===== src/hdl/gsa_pkg.sv =====
// ----------------------------------------------------------------------------
// gsa_pkg: shared types and constants of the scalar two-operand ALU
// Opcode names and the control word that travels down the pipeline.
// ----------------------------------------------------------------------------
package gsa_pkg;

    typedef enum logic [5:0] {
        OP_ABSDIFF_I32 = 6'd0,  OP_ADDC_U32 = 6'd1,  OP_ADD_I32 = 6'd2,
        OP_ADD_U32 = 6'd3,      OP_AND_B32 = 6'd4,   OP_AND_B64 = 6'd5,
        OP_ANDN2_B32 = 6'd6,    OP_ANDN2_B64 = 6'd7, OP_ASHR_I32 = 6'd8,
        OP_ASHR_I64 = 6'd9,     OP_BFE_I32 = 6'd10,  OP_BFE_I64 = 6'd11,
        OP_BFE_U32 = 6'd12,     OP_BFE_U64 = 6'd13,  OP_BFM_B32 = 6'd14,
        OP_BFM_B64 = 6'd15,     OP_CSEL_B32 = 6'd16, OP_CSEL_B64 = 6'd17,
        OP_LSHL_B32 = 6'd18,    OP_LSHL_B64 = 6'd19, OP_LSHL1_ADD = 6'd20,
        OP_LSHL2_ADD = 6'd21,   OP_LSHL3_ADD = 6'd22, OP_LSHL4_ADD = 6'd23,
        OP_LSHR_B32 = 6'd24,    OP_LSHR_B64 = 6'd25, OP_MAX_I32 = 6'd26,
        OP_MAX_U32 = 6'd27,     OP_MIN_I32 = 6'd28,  OP_MIN_U32 = 6'd29,
        OP_MUL_HI_I32 = 6'd30,  OP_MUL_HI_U32 = 6'd31, OP_MUL_I32 = 6'd32,
        OP_NAND_B32 = 6'd33,    OP_NAND_B64 = 6'd34, OP_NOR_B32 = 6'd35,
        OP_NOR_B64 = 6'd36,     OP_OR_B32 = 6'd37,   OP_OR_B64 = 6'd38,
        OP_ORN2_B32 = 6'd39,    OP_ORN2_B64 = 6'd40, OP_PACK_HH = 6'd41,
        OP_PACK_LH = 6'd42,     OP_PACK_LL = 6'd43,  OP_SUBB_U32 = 6'd44,
        OP_SUB_I32 = 6'd45,     OP_SUB_U32 = 6'd46,  OP_XNOR_B32 = 6'd47,
        OP_XNOR_B64 = 6'd48,    OP_XOR_B32 = 6'd49,  OP_XOR_B64 = 6'd50
    } op_t;

    localparam logic [31:0] HI_HALF_MASK = 32'hffff0000;
    localparam logic [31:0] LO_HALF_MASK = 32'h0000ffff;

    // How the final stage forms the condition bit.
    typedef enum logic [1:0] {
        SCC_KEEP  = 2'd0,
        SCC_CALC  = 2'd1,
        SCC_NZERO = 2'd2
    } scc_mode_t;

    typedef struct packed {
        scc_mode_t  mode;
        logic       scc_calc;
        logic       scc_in;
        logic       written;
        logic       is_mul;
        logic       mul_hi;
    } ctl_t;

endpackage


===== src/hdl/gsa_mul.sv =====
// ----------------------------------------------------------------------------
// gsa_mul: second stage
// One 33x33 signed multiply, registered, with the other results carried along.
// ----------------------------------------------------------------------------
module gsa_mul (
    input  logic                 clk,
    input  logic                 rst_n,
    input  logic                 in_valid,
    input  logic [63:0]          in_value,
    input  logic [32:0]          mul_a,
    input  logic [32:0]          mul_b,
    input  gsa_pkg::ctl_t        in_ctl,
    output logic                 valid,
    output logic [63:0]          value,
    output gsa_pkg::ctl_t        ctl
);

    logic                 valid_reg;
    logic [63:0]          value_reg, value_next;
    logic [65:0]          prod;
    gsa_pkg::ctl_t        ctl_reg;

    assign prod = 66'($signed(mul_a) * $signed(mul_b));

    always_comb
    begin
        if (!in_ctl.is_mul)
            value_next = in_value;
        else if (in_ctl.mul_hi)
            value_next = {32'd0, prod[63:32]};
        else
            value_next = {32'd0, prod[31:0]};
    end

    always_ff @(posedge clk or negedge rst_n)
    begin
        if (!rst_n)
            valid_reg <= 1'b0;
        else
            valid_reg <= in_valid;
    end

    always_ff @(posedge clk)
    begin
        value_reg <= value_next;
        ctl_reg   <= in_ctl;
    end

    assign valid = valid_reg;
    assign value = value_reg;
    assign ctl   = ctl_reg;

endmodule


===== config.mk =====
export PLATFORM = sky130hd
export DESIGN_NAME = gsa_mul
export DESIGN_NICKNAME = d
export VERILOG_FILES = /design/src/hdl/gsa_pkg.sv /design/src/hdl/gsa_mul.sv
export SDC_FILE = /design/constraint.sdc
export NUM_CORES = 2
export LEC_CHECK = 0
export BUFFER_PORTS_ARGS = -buffer_cell sky130_fd_sc_hd__buf_2
export CAP_MARGIN = 10
export CORE_MARGIN = 4
export CORE_UTILIZATION = 50
export DETAILED_ROUTE_END_ITERATION = 7
export PLACE_DENSITY = 0.67
export SLEW_MARGIN = 20
export SYNTH_ARGS = -nofsm -noshare
export SYNTH_HDL_FRONTEND = slang
export SYNTH_SLANG_ARGS = --single-unit

===== constraint.sdc =====
create_clock -name clk -period 0.8 [get_ports clk]
set_clock_uncertainty 0.15 [all_clocks]
set_input_delay 0.12 -clock clk [delete_from_list [all_inputs] [get_ports clk]]
set_output_delay 0.12 -clock clk [all_outputs]
set_load 0.02 [all_outputs]

==> results.yml <==
sta:
  timing.final.ws_setup_ns: -6.10
  period_share_pct: 863
  finalHoldViolations: 63
  whs_ns: -0.164
  finalWorstPathRequiredPeriod_ns: 6.90
  rsz0062_at_grt: "true"
  finalSetupViolCount: 104
  report.final.slew_viol_count: 0
  worst_pin_slew_ns: 0.522
  fmax_ghz: 0.145
  max_slew_margin_pct: 64.9
global_routing:
  overflow: 0
  grt_usage_pct: 27.7
  antenna_found_initial: 2
  grt_max_degree: 53
  grt_pass1_wl_um: 189000
  grt_pass1_vias: 35331
logic_synthesis:
  ys_seq_elements: 72
  synthCells: 4389
  yosysUniqueCellTypes: 75
  yosys.area.top_type: "fa_1"
  avgSynthCellArea_um2: 9.29
  synth.top_cells.by_area: "fa_1 55%, inv_1 10%, and2_1 8.2%"
  synth_top_cell_area_share_pct: 55.3
  synth_top_cells_by_count: "1125 x fa_1, 1098 x inv_1, 583 x nand2_1"
  syn_area_um2: 40800
  syn_nets: 5866
  yosysMostFrequentCell: "fa_1"
  async_flop_share_pct: 1.39
  yosysWarnings: 0
  ys_seq_area_share_pct: 3.55
  synth-main-ff-cell: "dfxtp_1"
  synth_edf_count: 0
outcome:
  violations: "negative hold slack, negative setup slack"
  status: "complete, but fails checks"
die:
  initial_core_util_pct: 50.5
  die_x_um: 294
  row_count: 104
  chipHeight_um: 294
  io-pin-count: 212
  core_area_um2: 80700
  design.die.area_um2: 86100
cells_and_area:
  fillCellCount: 6514
  finalNonFillerCells: 6061
  post-route-util_pct: 63.7
  syn_to_final_growth_pct: 26.1
  largest_reg_flops: 64
  drive_gt1_share_pct: 27.0
  nets: 6472
worst_hold_path:
  min_path_type: "input pin to flop"
routing:
  num_vias: 31399
  wl_um: 117000
  first_pass_iters: 5
  drc_errors: 0
  drt_iter0_markers: 1569
  wl_per_cell_um: 19.3
  ant_nets: 0
  viasPerCell: 5.18
clock_tree:
  cts_buffer_depth: 2
  cts_root_buf: "clkbuf_16"
  clk_pin_slew_ns: 0.06
  cts.hold.buffers_added: 11
  cts_max_level: 3
  cts_tree: "yes"
  cts_made_buffers: 9
  numClockSinks: 72
critical_path:
  end_kind: "flop"
  critical_path_class: "input pin to flop"
  path_max_fanout: 6
  cp_data_arrival_time_ns: 7.02
  cp.required_ns: 0.91
  startpoint_type: "input pin"
placed_design:
  place_congestion: 0.946
  placed_cells: 5926
  port_buffers: 211
  dp_hpwl_um: 98300
  pre_cts_slack_ns: -6.74
run:
  drv_cap: 0
routing by layer:
| metal | vias up | track usage, % | wire length, um |
|---|---|---|---|
| li1 | 13772 | - | - |
| met1 | 16370 | 34.9 | 45600 |
| met4 | 2 | 9.16 | 4950 |
| met3 | 286 | 2.72 | 5760 |
| met2 | 969 | 50.2 | 60800 |
| met5 | - | 0 | 15 |
repair_timing:
item	4_1_cts	5_1_grt
setup buffers	57	48
resized for setup	625	231
gates cloned	7	8
setup endpoints to repair	104	108
pin swaps	250	221
endpoints found under the hold margin	71	64
metrics by stage:
stage | setup TNS [ns] | cell area (um2)
after global placement | -218.01 | 46800
after floorplan | -185.81 | 41700
final | -208.51 | 51400
after CTS | -206.27 | 50100
after detailed placement | -218.74 | 46800
after global routing | -215.67 | 51400
cell families (layout without fill, tap and decap cells):
family / Yosys count / in the layout / synth area share [%]
DFF: 72 / 72 / 3.55
muxes: 10 / 10 / 0.249
buffers and inverters: 1332 / 1943 / 12.3
AOI/OAI and AO/OA: 247 / 247 / 4.27
adders and majority gates: 1337 / 1337 / 61.8
and+or+nand+nor: 1324 / 1324 / 16.4
other: 0 / 1 / 0
xor gates and xnor gates: 67 / 67 / 1.44
layout by cell type (no fill, tap or decap), drive strengths merged, types with 6 or more instances in the layout:
cell type,Yosys,layout
o21bai,9,9
nand4,13,13
xnor2,48,48
nand2b,14,14
and3,8,8
o21ai,38,38
xor2,19,19
nor2,48,48
dlygate4sd3,0,7
o31ai,6,6
inv,1098,1101
nor3,19,19
a21oi,80,80
ha,212,212
nand2,585,585
buf,9,807
nor2b,61,61
a221oi,6,6
clkbuf,224,20
o21a,7,7
mux2i,9,9
or3,6,6
nand3,17,17
a21o,38,38
o211ai,8,8
dfxtp,71,71
a31oi,10,10
fa,1125,1125
a221o,6,6
and2,535,535
layout make-up:
| class | instances | area [um2] | area share (%) |
|---|---|---|---|
| clock buffer | 9 | 225 | 0.438 |
| timing repair buffer | 828 | 7800 | 15.2 |
| multi-input combinational | 2985 | 36300 | 70.6 |
| sequential | 72 | 1540 | 2.99 |
| antenna | 1 | 2.50 | 0.00487 |
| clock inverter | 7 | 87.6 | 0.170 |
| tap | 1060 | 1330 | 2.58 |
| inverter | 1099 | 4130 | 8.04 |
worst max-delay path: stages:
cell and delay [ns]:
buf_12 0.13, buf_12 0.15, buf_8 0.13, and2_4 0.13, fa_1 0.49, inv_2 0.04, fa_1 0.51, inv_2 0.04
fa_1 0.50, fa_1 0.54, fa_1 0.56, fa_1 0.51, fa_1 0.49, inv_1 0.05, fa_1 0.49, inv_2 0.05
ha_4 0.30, nand4_1 0.14, or3_4 0.39, nor4_4 0.20, nand2b_4 0.13, a2111oi_4 0.28, a221oi_4 0.08, a21oi_2 0.21
xor2_1 0.16, nand2_1 0.08, a21oi_2 0.11
worst paths after layout:
path	depth (start not counted)	startpoint	endpoint
max	27	mul_a[20]	value[27]
min	2	in_value[15]	value[15]
max in group asynchronous	2	rst_n	valid
min in group asynchronous	2	rst_n	valid
Power is not shown: default switching activity piles up to over one toggle a cycle in this logic, so the estimate is an artifact.
