--- src/hdl/gsa_pkg.sv ---
// ----------------------------------------------------------------------------
// gsa_pkg: shared types and constants of the scalar two-operand ALU
// Opcode names and the control word that travels down the pipeline.
// ----------------------------------------------------------------------------
package gsa_pkg;

    typedef enum logic [5:0] {
        OP_ABSDIFF_I32 = 6'd0,  OP_ADDC_U32 = 6'd1,  OP_ADD_I32 = 6'd2,
        OP_ADD_U32 = 6'd3,      OP_AND_B32 = 6'd4,   OP_AND_B64 = 6'd5,
        OP_ANDN2_B32 = 6'd6,    OP_ANDN2_B64 = 6'd7, OP_ASHR_I32 = 6'd8,
        OP_ASHR_I64 = 6'd9,     OP_BFE_I32 = 6'd10,  OP_BFE_I64 = 6'd11,
        OP_BFE_U32 = 6'd12,     OP_BFE_U64 = 6'd13,  OP_BFM_B32 = 6'd14,
        OP_BFM_B64 = 6'd15,     OP_CSEL_B32 = 6'd16, OP_CSEL_B64 = 6'd17,
        OP_LSHL_B32 = 6'd18,    OP_LSHL_B64 = 6'd19, OP_LSHL1_ADD = 6'd20,
        OP_LSHL2_ADD = 6'd21,   OP_LSHL3_ADD = 6'd22, OP_LSHL4_ADD = 6'd23,
        OP_LSHR_B32 = 6'd24,    OP_LSHR_B64 = 6'd25, OP_MAX_I32 = 6'd26,
        OP_MAX_U32 = 6'd27,     OP_MIN_I32 = 6'd28,  OP_MIN_U32 = 6'd29,
        OP_MUL_HI_I32 = 6'd30,  OP_MUL_HI_U32 = 6'd31, OP_MUL_I32 = 6'd32,
        OP_NAND_B32 = 6'd33,    OP_NAND_B64 = 6'd34, OP_NOR_B32 = 6'd35,
        OP_NOR_B64 = 6'd36,     OP_OR_B32 = 6'd37,   OP_OR_B64 = 6'd38,
        OP_ORN2_B32 = 6'd39,    OP_ORN2_B64 = 6'd40, OP_PACK_HH = 6'd41,
        OP_PACK_LH = 6'd42,     OP_PACK_LL = 6'd43,  OP_SUBB_U32 = 6'd44,
        OP_SUB_I32 = 6'd45,     OP_SUB_U32 = 6'd46,  OP_XNOR_B32 = 6'd47,
        OP_XNOR_B64 = 6'd48,    OP_XOR_B32 = 6'd49,  OP_XOR_B64 = 6'd50
    } op_t;

    localparam logic [31:0] HI_HALF_MASK = 32'hffff0000;
    localparam logic [31:0] LO_HALF_MASK = 32'h0000ffff;

    // How the final stage forms the condition bit.
    typedef enum logic [1:0] {
        SCC_KEEP  = 2'd0,
        SCC_CALC  = 2'd1,
        SCC_NZERO = 2'd2
    } scc_mode_t;

    typedef struct packed {
        scc_mode_t  mode;
        logic       scc_calc;
        logic       scc_in;
        logic       written;
        logic       is_mul;
        logic       mul_hi;
    } ctl_t;

endpackage

--- src/hdl/gsa_flag.sv ---
// ----------------------------------------------------------------------------
// gsa_flag: final stage
// Forms the condition bit and drives the registered result ports.
// ----------------------------------------------------------------------------
module gsa_flag (
    input  logic                 clk,
    input  logic                 rst_n,
    input  logic                 in_valid,
    input  logic [63:0]          in_value,
    input  gsa_pkg::ctl_t        in_ctl,
    output logic                 done,
    output logic [63:0]          result,
    output logic                 scc_out,
    output logic                 scc_written
);

    logic         done_reg;
    logic [63:0]  result_reg;
    logic         scc_reg, scc_next, wr_reg;

    always_comb
    begin
        case (in_ctl.mode)
            gsa_pkg::SCC_CALC:  scc_next = in_ctl.scc_calc;
            gsa_pkg::SCC_NZERO: scc_next = |in_value;
            default:            scc_next = in_ctl.scc_in;
        endcase
    end

    always_ff @(posedge clk or negedge rst_n)
    begin
        if (!rst_n)
            done_reg <= 1'b0;
        else
            done_reg <= in_valid;
    end

    always_ff @(posedge clk)
    begin
        result_reg <= in_value;
        scc_reg    <= scc_next;
        wr_reg     <= in_ctl.written;
    end

    assign done        = done_reg;
    assign result      = result_reg;
    assign scc_out     = scc_reg;
    assign scc_written = wr_reg;

    // A result that leaves SCC alone must pass the incoming bit through.
    assert property (@(posedge clk) disable iff (!rst_n)
        in_valid && !in_ctl.written |=> scc_out == $past(in_ctl.scc_in))
        else $error("unwritten SCC changed");
    assert property (@(posedge clk) disable iff (!rst_n)
        in_valid && in_ctl.mode == gsa_pkg::SCC_KEEP |-> !in_ctl.written)
        else $error("kept SCC marked written");
    assert property (@(posedge clk) disable iff (!rst_n)
        in_valid && in_ctl.mode == gsa_pkg::SCC_NZERO |=> scc_out == (result != 64'd0))
        else $error("zero flag mismatch");

endmodule

--- config.mk ---
export PLATFORM = sky130hd
export DESIGN_NAME = gsa_flag
export DESIGN_NICKNAME = d
export VERILOG_FILES = /design/src/hdl/gsa_pkg.sv /design/src/hdl/gsa_flag.sv
export SDC_FILE = /design/constraint.sdc
export NUM_CORES = 1
export LEC_CHECK = 0
export ABC_AREA = 1
export BUFFER_PORTS_ARGS = -buffer_cell sky130_fd_sc_hd__buf_2
export CAP_MARGIN = 5
export CORE_ASPECT_RATIO = 0.7
export CORE_MARGIN = 4
export CORE_UTILIZATION = 30
export CTS_BUF_LIST = sky130_fd_sc_hd__clkbuf_16
export DETAILED_ROUTE_END_ITERATION = 7
export PLACE_DENSITY = 0.76
export SYNTH_ARGS = -nofsm -noshare
export SYNTH_HDL_FRONTEND = slang
export SYNTH_SLANG_ARGS = --single-unit
--- constraint.sdc ---
create_clock -name clk -period 0.8 [get_ports clk]
set_clock_uncertainty 0.05 [all_clocks]
set_input_delay 0.16 -clock clk [delete_from_list [all_inputs] [get_ports clk]]
set_output_delay 0.16 -clock clk [all_outputs]
set_load 0.05 [all_outputs]
==> results <==
- The maximum level of the CTS H-tree is 3.
- The actual transition at the worst max-transition pin is between 150 and 200 ps.
- The worst hold path class is primary input to flop.
- The total power draw is about 9.3 mW.
- Once the floorplan was initialized, standard cells occupied between 30% and 40% of the core.
- The routed wire length is about 7100 µm.
- The tree is rooted in a sky130_fd_sc_hd__clkbuf_16.
- The first global-routing pass estimated 9460 µm of wire.
- The hold violation count in the final report came to 0.
- The worst-path maximum fanout is 1.
- A synthesized cell averages between 10 and 15 µm².
- After detailed routing, the average wire length per cell comes to about 16 µm.
- The number of port buffers is ~140.
- The register with the most flip-flops in the layout has 64 of them.
- The number of remaining DRC errors is 0.
- Synthesis produced between 100 and 150 cells.
- The count of standard-cell rows is 22.
- The worst hold path passes through 3 cells.
- After layout, the worst setup slack is -253 ps.
- Setup repair after global routing could not meet its margin everywhere.
- VDD sags by at most 1.70 mV.
- The highest cell delay on the worst timing path is 370 ps.
- The via count of the first global-routing pass was 2000.
- The proportion of synthesized chip area in sequential cells is a little over 80%.
- Global routing used a little under a fifth of the available tracks.
- The final critical path takes up 132% of the cycle.
- The final reports fail on setup timing.
- Data on the critical path is required at its endpoint by approximately 600 ps.
- The cell count along the critical path is 1.
- The number of search-and-repair iterations in the first detailed-routing pass is 4.
- The data arrival at the endpoint of the critical path is 840 ps.
- The total area inside the core boundary comes to 0.00526 mm².
- The maximum clock insertion buffer count is 2.
- The number of library cell types mapped by synthesis is 7.
- The type of destination of the critical path is a primary output.
- The die covers approximately 0.0067 mm².
- The number of nets in the final layout is between 400 and 500.
- The final estimated routing congestion in global placement is 0.683.
- The ratio of cells with drive above 1 in the final layout is a little over two thirds.
- Clock-pin slew was measured on the worst setup and hold paths at about 50 ps.
- The startpoint class of the critical path is a flop.
- TritonCTS built the clock tree.
- The multi-input combinational cells in the finished layout cover a total of roughly 430 µm².
- The analysis attributes to cell leakage a power of 1.98 nW.
- Summing all flip-flop and latch instances after layout gives approximately 0.0014 mm².
- The final setup violation count is 68.
- The area growth from synthesis to layout is 173%.
- The final-report max-slew violation count is 0.
- The power density over the cells is slightly above 2000 mW/mm².
- The total congestion overflow is 0.
- When the netlist entered floorplanning its net count stood at 215.
- The floorplan step set the die height to approximately 70 µm.
- The number of filler cells placed in the layout is roughly 260.
- The post-synthesis sequential element count is 67.
- The routed design could run at a clock period as short as around 1100 ps.
- The signal on the critical path passes through buf_6.
- The iteration-0 DRC count of the detailed router is 18.
- The family of cells with the greatest summed delay on the critical path is flip-flops.
- After detailed routing, the number of vias per cell comes to 4.19.
- Derived from the worst setup path, the maximum achievable clock frequency is between 900 and 1000 MHz.
- The total clock buffers created by CTS is 9.
- The count of clock tree sinks is 67.
- The setup path with the least slack is of type flop to primary output.
- The max capacitance violation total is 0.
- The run finished, with violations left.
- The antenna diode count is 0.
- The initial antenna violation count is 0.
- Pin placement for this block handled 141 I/O pins.
- Measured along the x axis, the die boundary spans between 90 and 100 µm.
- The number of buffer and inverter instances along the worst setup path is 1.
- Headroom to the max-slew limit came out at between 80% and 90%.
- The tightest hold path in the finished design has a slack of about 78 ps.
- The worst slack at placement is -364 ps.
- Cells fill a little under nine tenths of the core in the end.
- In this run the remaining antenna-violating nets after routing total 0.
- During synthesis, Yosys emitted a total of 0 warnings.
- The largest net degree at the start of global routing is 11.
- The cell area that synthesis handed to floorplanning was 0.00164 mm².
- The slowest stage of the critical path is the sky130_fd_sc_hd__dfrtp_1 cell.
- The post-detailed-placement half-perimeter wirelength is 3390 µm.
- The detailed router placed between 1500 and 2000 vias in this run.
-- cells in the mapped netlist --
master	n	area share [%]
sky130_fd_sc_hd__a21oi_1	2	0.61
sky130_fd_sc_hd__dfrtp_1	1	1.5
sky130_fd_sc_hd__dfxtp_1	66	81
sky130_fd_sc_hd__ha_1	2	1.5
sky130_fd_sc_hd__inv_1	3	0.69
sky130_fd_sc_hd__nand2_1	22	5.0
sky130_fd_sc_hd__nor2_1	43	9.9
-- repair_timing --
| action | 4_1_cts | 5_1_grt |
|---|---|---|
| endpoints found under the hold margin | 67 | 0 |
| buffers inserted | 0 | 0 |
| pin swaps | 0 | 54 |
| setup endpoints to repair | 68 | 69 |
| hold buffers | 67 | 0 |
| resized for setup | 239 | 105 |
-- final cells by class --
cell class / count / area share (%)
sequential: 67 / 31.9
multi-input combinational: 69 / 9.51
clock inverter: 6 / 1.12
clock buffer: 9 / 5.03
timing repair buffer: 207 / 50.2
tap: 72 / 2.01
inverter: 3 / 0.252
-- metrics by stage --
step | setup TNS, ps | instance area, µm² | instances
finish | -13060 | 4480 | 433
global route | -14960 | 4480 | 433
CTS | -13740 | 4040 | 433
global placement | -341 | 2440 | 351
floorplan | -17.5 | 1650 | 139
detailed placement | -364 | 2440 | 351
-- per-layer routing --
metal  global-route usage [%]  up-vias  share of wire (%)
met5                        0        -                  0
met3                     8.89       16                 10
met4                     6.15        0                2.2
met1                     17.2      844                 32
met2                     34.7       95                 56
li1                         -      858                  -
-- cells by family after synthesis --
logic type               Yosys count  synth area share, %
flip-flops                        67                 82.3
AND/OR/NAND/NOR                   65                 14.9
buffers and inverters              3                0.688
AO/OA/AOI/OAI                      2                0.612
adder cells (fa/ha/maj)            2                 1.53
-- power breakdown --
group,leakage (nW),switching [mW],internal (mW)
clock,0.143,1.26,2.34
combinational,1.27,0.986,0.976
sequential,0.569,0.124,3.57
-- worst paths after layout --
check | startpoint | endpoint
min in group asynchronous | rst_n | done
worst min-delay path | in_ctl[3] | scc_out
worst max-delay path | done | done
max in group asynchronous | rst_n | done
-- cell usage in the layout (no fill, tap or decap) --
cell,synthesis,final
sky130_fd_sc_hd__clkbuf_16,0,9
sky130_fd_sc_hd__bufinv_16,0,1
sky130_fd_sc_hd__dlygate4sd3_1,0,66
sky130_fd_sc_hd__buf_4,0,3
sky130_fd_sc_hd__nor2_4,0,12
sky130_fd_sc_hd__buf_6,0,34
sky130_fd_sc_hd__buf_2,0,38
sky130_fd_sc_hd__inv_1,3,5
sky130_fd_sc_hd__buf_8,0,65
sky130_fd_sc_hd__a21oi_2,0,1
sky130_fd_sc_hd__dfrtp_1,1,1
sky130_fd_sc_hd__dfxtp_2,0,66
sky130_fd_sc_hd__nand2_1,22,16
sky130_fd_sc_hd__dlymetal6s4s_1,0,1
sky130_fd_sc_hd__ha_1,2,2
sky130_fd_sc_hd__nand2_2,0,6
sky130_fd_sc_hd__nor2_1,43,16
sky130_fd_sc_hd__a21oi_1,2,1
sky130_fd_sc_hd__nor2_2,0,15
sky130_fd_sc_hd__clkinv_2,0,1
sky130_fd_sc_hd__clkinv_1,0,2
No activity file was read; power rests on OpenSTA's default activity.
